<file path="src/rtl/utf16_to_utf8_escaping_transcoder_macros.svh">
// Assertion macros for the UTF-16 to UTF-8 transcoder.
`ifndef UTF16_TO_UTF8_ESCAPING_TRANSCODER_MACROS_SVH
`define UTF16_TO_UTF8_ESCAPING_TRANSCODER_MACROS_SVH
`ifndef NO_ASSERTIONS
// Same-cycle implication, sampled on clk, off during rst.
`define U16U8_ASSERT_IMP(label, ante, cons) \
  label: assert property (@(posedge clk) disable iff (rst) (ante) |-> (cons)) \
    else $error("u16u8: same-cycle check failed");
// Next-cycle implication, sampled on clk, off during rst.
`define U16U8_ASSERT_NXT(label, ante, cons) \
  label: assert property (@(posedge clk) disable iff (rst) (ante) |=> (cons)) \
    else $error("u16u8: next-cycle check failed");
`else
`define U16U8_ASSERT_IMP(label, ante, cons)
`define U16U8_ASSERT_NXT(label, ante, cons)
`endif
`endif

</file>
<file path="src/rtl/u16u8_pkg.sv">
// Shared types, constants and entity tables for the UTF-16 to UTF-8 transcoder.
`default_nettype none
package u16u8_pkg;

  localparam int CODE_UNIT_W = 16;
  localparam int BYTE_W      = 8;

  // Job queue between the classifier and the byte sequencer
  localparam int QDEPTH = 2;
  localparam int QPTR_W = (QDEPTH > 1) ? $clog2(QDEPTH) : 1;
  localparam int QCNT_W = $clog2(QDEPTH + 1);

  localparam int CFG_IDX_W  = 1;
  localparam int CFG_DATA_W = 1;

  typedef enum logic [CFG_IDX_W-1:0] {
    CFG_SOURCE_IS_UTF8 = 1'b0,
    CFG_ESCAPE_ENABLE  = 1'b1
  } cfg_reg_t;

  // Top six bits of a high or low surrogate code unit
  localparam logic [5:0] SURR_HI_TAG = 6'b110110;
  localparam logic [5:0] SURR_LO_TAG = 6'b110111;

  typedef enum logic [2:0] {
    ESC_NONE,
    ESC_AMP,
    ESC_LT,
    ESC_GT,
    ESC_QUOT
  } esc_t;

  // "&amp;", "&lt;", "&gt;", "&quot;", zero padded
  localparam logic [0:5][7:0] ENT_AMP  = {8'h26, 8'h61, 8'h6D, 8'h70, 8'h3B, 8'h00};
  localparam logic [0:5][7:0] ENT_LT   = {8'h26, 8'h6C, 8'h74, 8'h3B, 8'h00, 8'h00};
  localparam logic [0:5][7:0] ENT_GT   = {8'h26, 8'h67, 8'h74, 8'h3B, 8'h00, 8'h00};
  localparam logic [0:5][7:0] ENT_QUOT = {8'h26, 8'h71, 8'h75, 8'h6F, 8'h74, 8'h3B};

  // One queued unit of work: an optional flushed lone surrogate, then the main part
  typedef struct packed {
    logic             flush;
    logic [2:0][7:0]  fbytes;
    logic [3:0][7:0]  mbytes;
    esc_t             esc;
    logic             last;
    logic [3:0]       total;
  } job_t;

  typedef struct packed {
    logic              full;
    logic              empty;
    logic [QCNT_W-1:0] level;
  } q_stat_t;

  function automatic esc_t esc_of(input logic [7:0] b);
    esc_t e;
    case (b)
      8'h26:   e = ESC_AMP;
      8'h3C:   e = ESC_LT;
      8'h3E:   e = ESC_GT;
      8'h22:   e = ESC_QUOT;
      default: e = ESC_NONE;
    endcase
    return e;
  endfunction

  function automatic logic [2:0] entity_len(input esc_t e);
    logic [2:0] n;
    case (e)
      ESC_AMP:  n = 3'd5;
      ESC_LT:   n = 3'd4;
      ESC_GT:   n = 3'd4;
      ESC_QUOT: n = 3'd6;
      default:  n = 3'd0;
    endcase
    return n;
  endfunction

  function automatic logic [7:0] entity_byte(input esc_t e, input logic [2:0] pos);
    logic [7:0] b;
    case (e)
      ESC_AMP:  b = ENT_AMP[pos];
      ESC_LT:   b = ENT_LT[pos];
      ESC_GT:   b = ENT_GT[pos];
      ESC_QUOT: b = ENT_QUOT[pos];
      default:  b = 8'h00;
    endcase
    return b;
  endfunction

endpackage
`default_nettype wire

</file>
<file path="src/rtl/u16u8_if.sv">
// Valid/ready channel interfaces for code units in and bytes out.
`default_nettype none
interface u16u8_in_if import u16u8_pkg::*; ();
  logic                   valid;
  logic                   ready;
  logic [CODE_UNIT_W-1:0] code_unit;
  logic                   last_unit;

  modport source (output valid, code_unit, last_unit, input ready);
  modport sink   (input valid, code_unit, last_unit, output ready);
endinterface

interface u16u8_out_if import u16u8_pkg::*; ();
  logic              valid;
  logic              ready;
  logic [BYTE_W-1:0] out_byte;
  logic              byte_valid;
  logic              run_last;
  logic              string_end;

  modport source (output valid, out_byte, byte_valid, run_last, string_end, input ready);
  modport sink   (input valid, out_byte, byte_valid, run_last, string_end, output ready);
endinterface
`default_nettype wire

</file>
<file path="src/rtl/u16u8_front.sv">
// Front end: accepts code units, tracks surrogate and NUL state, builds byte jobs.
`default_nettype none
module u16u8_front import u16u8_pkg::*; (
  input  wire logic    clk,
  input  wire logic    rst,
  input  wire logic    source_is_utf8,
  input  wire logic    escape_enable,
  u16u8_in_if.sink     unit_ch,
  input  wire q_stat_t q_stat,
  output logic         push,
  output job_t         job
);

  logic       stopped;
  logic       pending_valid;
  logic [9:0] pending_high;

  logic [15:0] cu;
  logic        last;
  logic        is_hi;
  logic        is_lo;
  logic        accept;
  logic        stop_set;
  logic        hold;
  logic        pair;
  logic        bmp;
  logic        flush;
  logic        single;
  logic [7:0]  sbyte;
  logic [2:0]  mlen;
  logic [2:0]  main_len;
  logic [3:0][7:0] mbytes;
  logic [20:0] pair_cp;
  esc_t        esc;

  assign cu      = unit_ch.code_unit;
  assign last    = unit_ch.last_unit;
  assign is_hi   = (cu[15:10] == SURR_HI_TAG);
  assign is_lo   = (cu[15:10] == SURR_LO_TAG);
  assign pair_cp = 21'h10000 + {1'b0, pending_high, cu[9:0]};

  assign unit_ch.ready = !q_stat.full;
  assign accept        = unit_ch.valid && unit_ch.ready;

  always_comb begin
    flush    = 1'b0;
    stop_set = 1'b0;
    hold     = 1'b0;
    pair     = 1'b0;
    bmp      = 1'b0;
    single   = 1'b0;
    sbyte    = 8'h00;
    mlen     = 3'd0;
    mbytes   = '0;
    esc      = ESC_NONE;

    if (!stopped) begin
      if (source_is_utf8) begin
        flush = pending_valid;
        if (cu[7:0] == 8'h00) begin
          stop_set = 1'b1;
        end else begin
          single = 1'b1;
          sbyte  = cu[7:0];
        end
      end else if (pending_valid && is_lo) begin
        pair = 1'b1;
      end else begin
        flush = pending_valid;
        if (cu == 16'h0000) begin
          stop_set = 1'b1;
        end else if (is_hi && !last) begin
          hold = 1'b1;
        end else begin
          bmp = 1'b1;
        end
      end
    end

    if (pair) begin
      mlen      = 3'd4;
      mbytes[0] = {5'b11110, pair_cp[20:18]};
      mbytes[1] = {2'b10, pair_cp[17:12]};
      mbytes[2] = {2'b10, pair_cp[11:6]};
      mbytes[3] = {2'b10, pair_cp[5:0]};
    end else if (bmp) begin
      if (cu < 16'h0080) begin
        single = 1'b1;
        sbyte  = cu[7:0];
      end else if (cu < 16'h0800) begin
        mlen      = 3'd2;
        mbytes[0] = {3'b110, cu[10:6]};
        mbytes[1] = {2'b10, cu[5:0]};
      end else begin
        mlen      = 3'd3;
        mbytes[0] = {4'b1110, cu[15:12]};
        mbytes[1] = {2'b10, cu[11:6]};
        mbytes[2] = {2'b10, cu[5:0]};
      end
    end

    if (single) begin
      esc = escape_enable ? esc_of(sbyte) : ESC_NONE;
      if (esc == ESC_NONE) begin
        mlen      = 3'd1;
        mbytes[0] = sbyte;
      end
    end
  end

  assign main_len = (esc != ESC_NONE) ? entity_len(esc) : mlen;

  // A flushed lone high surrogate always encodes as ED, A0|hi[9:6], 80|hi[5:0]
  always_comb begin
    job.flush     = flush;
    job.fbytes[0] = 8'hED;
    job.fbytes[1] = {4'b1010, pending_high[9:6]};
    job.fbytes[2] = {2'b10, pending_high[5:0]};
    job.mbytes    = mbytes;
    job.esc       = esc;
    job.last      = last;
    job.total     = (flush ? 4'd3 : 4'd0) + {1'b0, main_len};
  end

  // Silent non-final units leave no job behind
  assign push = accept && ((job.total != 4'd0) || last);

  always_ff @(posedge clk) begin
    if (rst) begin
      stopped       <= 1'b0;
      pending_valid <= 1'b0;
      pending_high  <= 10'd0;
    end else if (accept) begin
      if (last) begin
        stopped       <= 1'b0;
        pending_valid <= 1'b0;
        pending_high  <= 10'd0;
      end else begin
        if (stop_set) begin
          stopped <= 1'b1;
        end
        if (hold) begin
          pending_valid <= 1'b1;
          pending_high  <= cu[9:0];
        end else if (flush || pair) begin
          pending_valid <= 1'b0;
          pending_high  <= 10'd0;
        end
      end
    end
  end

endmodule
`default_nettype wire

</file>
<file path="src/rtl/u16u8_fifo.sv">
// Short job queue between the front end and the byte sequencer.
`default_nettype none
module u16u8_fifo import u16u8_pkg::*; (
  input  wire logic clk,
  input  wire logic rst,
  input  wire logic push,
  input  wire job_t wr_job,
  input  wire logic pop,
  output job_t      rd_job,
  output q_stat_t   stat
);

  job_t              mem [QDEPTH];
  logic [QPTR_W-1:0] wr_ptr;
  logic [QPTR_W-1:0] rd_ptr;
  logic [QCNT_W-1:0] count;

  function automatic logic [QPTR_W-1:0] ptr_inc(input logic [QPTR_W-1:0] p);
    logic [QPTR_W-1:0] n;
    if (p == QPTR_W'(QDEPTH - 1)) begin
      n = '0;
    end else begin
      n = p + QPTR_W'(1);
    end
    return n;
  endfunction

  assign rd_job     = mem[rd_ptr];
  assign stat.full  = (count == QCNT_W'(QDEPTH));
  assign stat.empty = (count == '0);
  assign stat.level = count;

  always_ff @(posedge clk) begin
    if (push) begin
      mem[wr_ptr] <= wr_job;
    end
  end

  always_ff @(posedge clk) begin
    if (rst) begin
      wr_ptr <= '0;
      rd_ptr <= '0;
      count  <= '0;
    end else begin
      if (push) begin
        wr_ptr <= ptr_inc(wr_ptr);
      end
      if (pop) begin
        rd_ptr <= ptr_inc(rd_ptr);
      end
      case ({push, pop})
        2'b10:   count <= count + QCNT_W'(1);
        2'b01:   count <= count - QCNT_W'(1);
        default: count <= count;
      endcase
    end
  end

endmodule
`default_nettype wire

</file>
<file path="src/rtl/u16u8_back.sv">
// Back end: walks the head job one byte per cycle into the output register, unless stalled.
`default_nettype none
module u16u8_back import u16u8_pkg::*; (
  input  wire logic    clk,
  input  wire logic    rst,
  input  wire job_t    job,
  input  wire q_stat_t q_stat,
  output logic         pop,
  u16u8_out_if.source  byte_ch
);

  logic [3:0] idx;
  logic       out_valid;
  logic [7:0] out_byte;
  logic       byte_valid;
  logic       run_last;
  logic       string_end;

  logic       bare;
  logic       in_flush;
  logic [2:0] mpos;
  logic [7:0] cur_byte;
  logic       fin;
  logic       advance;

  assign bare     = (job.total == 4'd0);
  assign in_flush = job.flush && (idx < 4'd3);
  assign mpos     = 3'(idx - (job.flush ? 4'd3 : 4'd0));
  assign fin      = bare || (idx == job.total - 4'd1);
  assign advance  = !q_stat.empty && (!out_valid || byte_ch.ready);
  assign pop      = advance && fin;

  always_comb begin
    if (bare) begin
      cur_byte = 8'h00;
    end else if (in_flush) begin
      cur_byte = job.fbytes[idx[1:0]];
    end else if (job.esc != ESC_NONE) begin
      cur_byte = entity_byte(job.esc, mpos);
    end else begin
      cur_byte = job.mbytes[mpos[1:0]];
    end
  end

  always_ff @(posedge clk) begin
    if (rst) begin
      out_valid <= 1'b0;
      idx       <= 4'd0;
    end else if (advance) begin
      out_valid <= 1'b1;
      idx       <= fin ? 4'd0 : idx + 4'd1;
    end else if (byte_ch.ready) begin
      out_valid <= 1'b0;
    end
  end

  // Hold payload until the next transfer
  always_ff @(posedge clk) begin
    if (advance) begin
      out_byte   <= cur_byte;
      byte_valid <= !bare;
      run_last   <= fin;
      string_end <= fin && job.last;
    end
  end

  assign byte_ch.valid      = out_valid;
  assign byte_ch.out_byte   = out_byte;
  assign byte_ch.byte_valid = byte_valid;
  assign byte_ch.run_last   = run_last;
  assign byte_ch.string_end = string_end;

endmodule
`default_nettype wire

</file>
<file path="src/rtl/utf16_to_utf8_escaping_transcoder.sv">
// Top level of the UTF-16/UTF-8 to UTF-8 transcoder with XML entity escaping.
//
//   channel   dir  payload                                        transfer when
//   unit_ch   in   code_unit[15:0], last_unit                     valid && ready
//   byte_ch   out  out_byte[7:0], byte_valid, run_last, string_end valid && ready
//   cfg       in   cfg_index[0:0], cfg_data[0:0]                  cfg_we
//
// An input unit is taken by the front end and queued as a job; its bytes leave
// the output register one per cycle while byte_ch is ready, and a unit yields
// 1 to 9 bytes. A bare string end yields one record without data, and a silent
// unit takes its input but leaves no byte.
// A two-entry job queue lets the front keep accepting while the output is stalled.
// Synchronous reset clears the surrogate, NUL and config state.
`default_nettype none
module utf16_to_utf8_escaping_transcoder import u16u8_pkg::*; (
  input  wire logic                  clk,
  input  wire logic                  rst,
  input  wire logic                  cfg_we,
  input  wire logic [CFG_IDX_W-1:0]  cfg_index,
  input  wire logic [CFG_DATA_W-1:0] cfg_data,
  u16u8_in_if.sink                   unit_ch,
  u16u8_out_if.source                byte_ch
);

`include "utf16_to_utf8_escaping_transcoder_macros.svh"

  logic    source_is_utf8;
  logic    escape_enable;
  logic    push;
  logic    pop;
  job_t    wr_job;
  job_t    rd_job;
  q_stat_t q_stat;

  always_ff @(posedge clk) begin
    if (rst) begin
      source_is_utf8 <= 1'b0;
      escape_enable  <= 1'b0;
    end else if (cfg_we) begin
      case (cfg_reg_t'(cfg_index))
        CFG_SOURCE_IS_UTF8: source_is_utf8 <= cfg_data[0];
        CFG_ESCAPE_ENABLE:  escape_enable  <= cfg_data[0];
        default: ;
      endcase
    end
  end

  u16u8_front u_front (
    .clk            (clk),
    .rst            (rst),
    .source_is_utf8 (source_is_utf8),
    .escape_enable  (escape_enable),
    .unit_ch        (unit_ch),
    .q_stat         (q_stat),
    .push           (push),
    .job            (wr_job)
  );

  u16u8_fifo u_fifo (
    .clk    (clk),
    .rst    (rst),
    .push   (push),
    .wr_job (wr_job),
    .pop    (pop),
    .rd_job (rd_job),
    .stat   (q_stat)
  );

  u16u8_back u_back (
    .clk     (clk),
    .rst     (rst),
    .job     (rd_job),
    .q_stat  (q_stat),
    .pop     (pop),
    .byte_ch (byte_ch)
  );

  // A record without data is only ever the bare string end marker
  `U16U8_ASSERT_IMP(a_bare_end, byte_ch.valid && !byte_ch.byte_valid,
                    byte_ch.string_end && byte_ch.run_last && (byte_ch.out_byte == 8'h00))
  `U16U8_ASSERT_IMP(a_end_closes_run, byte_ch.valid && byte_ch.string_end, byte_ch.run_last)
  `U16U8_ASSERT_IMP(a_queue_bound, 1'b1, q_stat.level <= QCNT_W'(QDEPTH))
  `U16U8_ASSERT_NXT(a_push_lands, push, !q_stat.empty)

endmodule
`default_nettype wire

</file>
<file path="src/flat_wrapper.sv">
// flat-port wrapper written by rule: the top's interface ports become plain ports
module utf16_to_utf8_escaping_transcoder_flat import u16u8_pkg::*;
  (clk, rst, cfg_we, cfg_index, cfg_data, unit_ch_valid, unit_ch_code_unit, unit_ch_last_unit, unit_ch_ready, byte_ch_valid, byte_ch_out_byte, byte_ch_byte_valid, byte_ch_run_last, byte_ch_string_end, byte_ch_ready);
  u16u8_in_if unit_ch_i ();
  u16u8_out_if byte_ch_i ();
  input  wire logic clk;
  input  wire logic rst;
  input  wire logic cfg_we;
  input  wire logic [CFG_IDX_W-1:0] cfg_index;
  input  wire logic [CFG_DATA_W-1:0] cfg_data;
  input wire logic [$bits(unit_ch_i.valid)-1:0] unit_ch_valid;
  input wire logic [$bits(unit_ch_i.code_unit)-1:0] unit_ch_code_unit;
  input wire logic [$bits(unit_ch_i.last_unit)-1:0] unit_ch_last_unit;
  output wire logic [$bits(unit_ch_i.ready)-1:0] unit_ch_ready;
  output wire logic [$bits(byte_ch_i.valid)-1:0] byte_ch_valid;
  output wire logic [$bits(byte_ch_i.out_byte)-1:0] byte_ch_out_byte;
  output wire logic [$bits(byte_ch_i.byte_valid)-1:0] byte_ch_byte_valid;
  output wire logic [$bits(byte_ch_i.run_last)-1:0] byte_ch_run_last;
  output wire logic [$bits(byte_ch_i.string_end)-1:0] byte_ch_string_end;
  input wire logic [$bits(byte_ch_i.ready)-1:0] byte_ch_ready;
  assign unit_ch_i.valid = unit_ch_valid;
  assign unit_ch_i.code_unit = unit_ch_code_unit;
  assign unit_ch_i.last_unit = unit_ch_last_unit;
  assign unit_ch_ready = unit_ch_i.ready;
  assign byte_ch_valid = byte_ch_i.valid;
  assign byte_ch_out_byte = byte_ch_i.out_byte;
  assign byte_ch_byte_valid = byte_ch_i.byte_valid;
  assign byte_ch_run_last = byte_ch_i.run_last;
  assign byte_ch_string_end = byte_ch_i.string_end;
  assign byte_ch_i.ready = byte_ch_ready;
  utf16_to_utf8_escaping_transcoder u_core (.clk(clk), .rst(rst), .cfg_we(cfg_we), .cfg_index(cfg_index), .cfg_data(cfg_data), .unit_ch(unit_ch_i), .byte_ch(byte_ch_i));
endmodule
</file>
<file path="config.mk">
export PLATFORM = sky130hd
export DESIGN_NAME = utf16_to_utf8_escaping_transcoder_flat
export DESIGN_NICKNAME = d
export VERILOG_FILES = /design/src/rtl/u16u8_pkg.sv /design/src/rtl/u16u8_if.sv /design/src/rtl/u16u8_front.sv /design/src/rtl/u16u8_fifo.sv /design/src/rtl/u16u8_back.sv /design/src/rtl/utf16_to_utf8_escaping_transcoder.sv /design/src/flat_wrapper.sv
export VERILOG_INCLUDE_DIRS = /design/src /design/src/rtl
export SDC_FILE = /design/constraint.sdc
export NUM_CORES = 1
export LEC_CHECK = 0
export BUFFER_PORTS_ARGS = -buffer_cell sky130_fd_sc_hd__clkbuf_2
export CORE_MARGIN = 3
export CORE_UTILIZATION = 55
export DETAILED_ROUTE_END_ITERATION = 7
export PLACE_DENSITY = 0.85
export SLEW_MARGIN = 40
export SYNTH_ARGS = -nofsm -noshare
export SYNTH_HDL_FRONTEND = slang
export SYNTH_SLANG_ARGS = --single-unit
</file>
<file path="constraint.sdc">
create_clock -name clk -period 6.5 [get_ports clk]
set_input_delay 0.65 -clock clk [delete_from_list [all_inputs] [get_ports clk]]
set_output_delay 0.65 -clock clk [all_outputs]
set_load 0.005 [all_outputs]
</file>
# Word level (Yosys, flattened, before mapping)
# Memories as Yosys holds them, arrays and structs flattened. A register that Yosys moved wholly into a read port is not among the register bits.
# Cells that the tools add are included.
word_totals:
  ff_bits: 34
  ramBits: 102
  rom_bits: 256
  inputBits: 24
  output_inout_bits: 13
  word_cells: 176
  mem_count: 5
classes:
  add_sub_neg: 9
  n_lt_le_gt_ge: 6
  eq_ne: 18
  mux: 88
  n_bitwise: 2
  n_reduce_logical: 34
mem_list:
  columns: ["name", "words", "width", "rd", "rd_clocked_by_memory_dff", "write_ports", "line", "text"]
  rows:
  - ["u_core.u_fifo.mem", 2, 51, 1, 1, 1, "u16u8_fifo.sv:13", "job_t mem [QDEPTH];"]
  - ["(no name shown)", 8, 8, 1, 0, 0, "u16u8_pkg.sv:85", "ESC_QUOT: b = ENT_QUOT[pos];"]
  - ["(no name shown)", 8, 8, 1, 0, 0, "u16u8_pkg.sv:84", "ESC_GT: b = ENT_GT[pos];"]
  - ["(no name shown)", 8, 8, 1, 0, 0, "u16u8_pkg.sv:83", "ESC_LT: b = ENT_LT[pos];"]
  - ["(no name shown)", 8, 8, 1, 0, 0, "u16u8_pkg.sv:82", "ESC_AMP: b = ENT_AMP[pos];"]
ops:
  columns: ["operator", "n"]
  rows:
  - ["$mux W8", 22]
  - ["$mux W24", 3]
  - ["$mux W1", 41]
  - ["$bmux W8 S2", 2]
  - ["$eq A8 B6 Y1 const B", 4]
  - ["$pmux W8 S4", 1]
  - ["$mux W10", 3]
  - ["$add A17 B20 Y21 const A", 1]
  - ["$mux W3", 7]
  - ["$logic_not A16 Y1", 1]
  - ["$lt A16 B12 Y1 const B", 1]
  - ["$lt A16 B8 Y1 const B", 1]
  - ["$mux W14", 1]
  - ["$eq A3 B2 Y1 const B", 4]
  - ["$eq A6 B6 Y1 const B", 2]
  - ["$pmux W3 S4", 1]
  - ["$pmux W3 S3", 1]
  - ["$reduce_bool A3 Y1", 3]
  - ["$logic_and A1 B1 Y1", 8]
  - ["$logic_not A8 Y1", 1]
  - ["$mux W2", 4]
  - ["$reduce_and A2 Y1", 4]
  - ["$eq A3 B1 Y1 const B", 2]
  - ["$eq A3 B3 Y1 const B", 2]
  - ["25 further kinds", 37]

# Logic depth before layout (Yosys ltp)
depth:
  depth_word: 24
  depth_mapped: 18
  ltp_nobuf: 18

# By module
# Synthesis repeated with hierarchy kept, for this count alone.
unflattened:
  cells_unflattened: 593
  hier_area_um2: 8086.5
by_module_without_submodules:
  columns: ["mod", "instances", "cells_each", "area_each_um2", "seq_area_each_um2"]
  rows:
  - ["u16u8_fifo", 1, 224, 4888.4, 4003.8]
  - ["u16u8_back", 1, 176, 1672.9, 430.4]
  - ["u16u8_front", 1, 184, 1432.6, 240.2]
  - ["utf16_to_utf8_escaping_transcoder", 1, 9, 92.6, 40.0]

# Worst setup path before layout
# No wires, ideal clock.
synth_path:
  path_type: "input-to-reg"
  startpoint: "in unit_ch_code_unit[10]"
  endpoint: "mem u_core.u_fifo.mem[0][0] (netlist bit) (enable)"
  setup_time_ns: 0.454
  arrival_ns: 5.656
  required_time_ns: 6.046
  path_slack_ns: 0.390
  cell_stages: 15
  path_buffers: 1
  path_cell_list: "buf_2 -> or4_4 -> nor3_4 -> a41oi_4 -> nor4_4 -> or4_4 -> a211oi_2 -> ha_1 -> fa_1 -> nor3_1 -> nand3_1 -> a2111o_1 -> o211a_1 -> inv_1 -> nor2_1"
synth_rtl:
  columns: ["item", "line", "text"]
  rows:
  - ["from (decl)", "flat_wrapper.sv:12", "input wire logic [$bits(unit_ch_i.code_unit)-1:0] unit_ch_code_unit;"]
  - ["to (decl)", "u16u8_fifo.sv:13", null]

==> impl_metrics.tcl <==
set metrics [dict create \
    slew_headroom_pct 52.2 \
    clk_pin_slew_worst_paths_ns 0.06 \
    critPathLaunchType "input port" \
    p_sw_mw 0.797 \
    io_buffer_count 36 \
    gp_congestion 0.961 \
    cts_hold_buf 0 \
    ys_seq_area_share_pct 57.7 \
    htreeDepth 4 \
    cp_max_fo 7 \
    dp.cells 668 \
    layout.nets 587 \
    dp_slack_ns 1.17 \
    synth.area.top_cells "edfxtp_1 (50%), dfxtp_1 (7.5%), mux4_2 (4.9%)" \
    critPathMaxStageDelay_ns 0.52 \
    drtIter0Drc 469 \
    status "complete, no violations" \
    path_class "input port to flop" \
    cp-end-kind "flop" \
    antenna_left 0 \
    ctsResizeCount 0 \
    grt_pass1_wl_um 24100 \
    tns_ns 0 \
    dr.pass1.iters 5 \
    worst_hold_slack_ns 0.475 \
    stdcell_area_sq_um 7270 \
    worst_path_max_delay_cell "or4_4" \
    internal_power_mw 1.79 \
    first_global_vias 4340 \
    avgViaCountPerCell 6.40 \
    period_share_pct 76.1 \
    cp_data_required_time_ns 6.83 \
    fin_util_pct 65.6 \
    setup_slack_ns 1.56 \
    numCtsBuffers 17 \
    routedWlPerCell_um 21.9 \
    fp.dieW_um 114 \
    hp-class "flop to flop" \
    power_density_nw_per_um2 357 \
    vdd_drop_max_uv 230 \
    syn_to_final_growth_pct 13.6 \
    num_io_pins 37 \
    clock-sinks 131 \
    tightest_slew_ns 0.713 \
    cts_tree "yes" \
    drive_gt1_share_pct 18.9 \
    clk_path_buf_depth 2 \
    final_cells 700 \
    fmax_mhz 202 \
    netSwitchingFraction_pct 30.8 \
    clockRootBuffer "clkbuf_16" \
    clkLatencyLatePin_ns 0.42 \
    finalPower_mw 2.59 \
    die_height_um 114 \
    synth_fp_nets 553 \
    power_frac_clock_pct 34.5 \
    fin_skew_ns 0.00989 \
    routed_wirelength_um 15300 \
    p_comb_share_pct 23.8 \
    leakage_nw 2.54 \
    seq_power_share_pct 41.7 \
    antenna_cells 0 \
    slew_viol_final 0 \
    crit_chain "clkbuf_2 -> nor3_1 -> nand3_1 -> a41oi_4 -> a2111oi_4 -> or4_4 -> a211oi_2 -> ha_1 -> fa_1 -> nor3_1 -> nand3_1 -> a2111o_1 -> o211a_1 -> inv_1 -> ha_1 -> or3_1 -> a21oi_1" \
    synth_edf_count 107 \
    die-area_sq_um 13000 \
    post_cts_buffers 0 \
    setup_viol 0 \
    synth_common_cells "edfxtp_1 (107), nor2_1 (47), a21oi_1 (30)" \
    placed_cell_area_sq_um 6710 \
    rows 38 \
    coreArea_sq_um 11100 \
    grt_max_degree 49 \
    synth_ff_type "edfxtp_1" \
    max_cap_violations 0 \
    yosysUniqueCellTypes 66 \
    crit_arrival_ns 5.28 \
    initial_utilization_pct 57.7 \
    syn_area_sq_um 6400 \
    grt.overflow.total 0 \
    ys_ff_latch 131 \
    syn_avg_cell_area_sq_um 12.5 \
    dp_hpwl_um 10500 \
    synth.most_common_cell "edfxtp_1" \
    vias 4482 \
    synthCells 513 \
    antenna_found_initial 0 \
    hold_violations 0 \
    drc 0 \
    async_flop_share_pct 0 \
    ys_warn_count 0 \
    period_needed_ns 4.94 \
    rsz0062_at_grt "no" \
    grt_util_all_layers_pct 25.1 \
    synth_top_area_share_pct 50.2 \
    yosys.area.top_type "edfxtp_1" \
]
-- state kept, by name, summed over array words and instances, names as in the netlist, 2 cells and up, named ones only --
name,flops
u_core.u_fifo.count,2
u_core.u_back.byte_ch.out_byte,8
u_core.u_back.idx,4
u_core.u_front.pending_high,10
u_core.u_fifo.mem,96
-- cells by family (layout without fill, tap and decap cells) --
| kind of cell | after synthesis | in the layout | synth area share, % |
|---|---|---|---|
| AND/OR/NAND/NOR | 145 | 145 | 12.1 |
| flip-flops | 131 | 131 | 57.7 |
| AO/OA/AOI/OAI | 117 | 117 | 12.4 |
| buffers and inverters | 46 | 93 | 2.80 |
| multiplexers | 42 | 42 | 9.41 |
| adder cells (fa/ha/maj) | 16 | 16 | 3.36 |
| XOR/XNOR | 16 | 16 | 2.19 |
-- cells in the final DEF (no fill, tap or decap), types with 8 or more instances in the layout --
cell type and instances:
edfxtp_1 107, nor2_1 45, clkbuf_2 36, a21oi_1 30, nand2_1 29, o21ai_0 28
mux2i_1 26, dfxtp_1 23, inv_1 19, clkbuf_16 17, mux4_2 14, ha_1 13
nor3_1 11, a22oi_1 11, nand3_1 10, xor2_1 8, xnor2_1 8
-- area by class of cell --
class                           instances  area [sq um]
Fill cell                             787          3810
Sequential cell                       131          3690
Multi-Input combinational cell        336          2550
Clock buffer                           17           425
Timing Repair Buffer                   41           218
Tap cell                              140           175
Clock inverter                         15           133
Inverter                               20          75.1
-- worst max-delay path, delay by kind of cell --
kind	cells	cell delay, ns
simple gates	6	1.94
compound gates	6	1.35
fa+ha+maj	3	0.99
buf+inv	2	0.35
-- path summary, 6_finish.rpt --
path,start,to,slack [ns],cells past startpoint
min,u_core.escape_enable$_SDFFE_PP0P_,u_core.escape_enable$_SDFFE_PP0P_,0.47,2
min reg2reg,u_core.escape_enable$_SDFFE_PP0P_,u_core.escape_enable$_SDFFE_PP0P_,0.47,2
max reg2reg,u_core.source_is_utf8$_SDFFE_PP0P_,u_core.u_fifo.count[1]$_SDFFE_PP0P_,1.67,16
max,unit_ch_code_unit[4],u_core.u_fifo.count[1]$_SDFFE_PP0P_,1.56,17
-- routing by layer --
layer | part of all wire [%] | up-vias | global-route usage (%)
li1 | - | 2037 | -
met1 | 39 | 2149 | 33.7
met2 | 48 | 254 | 39.5
met3 | 9.1 | 42 | 6.15
met4 | 3.0 | 0 | 10.1
met5 | 0 | - | 0
-- power groups by stage --
stage	Sequential (mW)	Combinational [mW]	Clock [mW]
final	1.08	0.617	0.894
after global routing	1.09	0.680	0.937
after CTS	1.08	0.614	0.902
after detailed placement	1.10	0.609	0
after global placement	1.09	0.589	0
after floorplan	1.08	0.433	0
No activity file was read; power rests on OpenSTA's default activity.
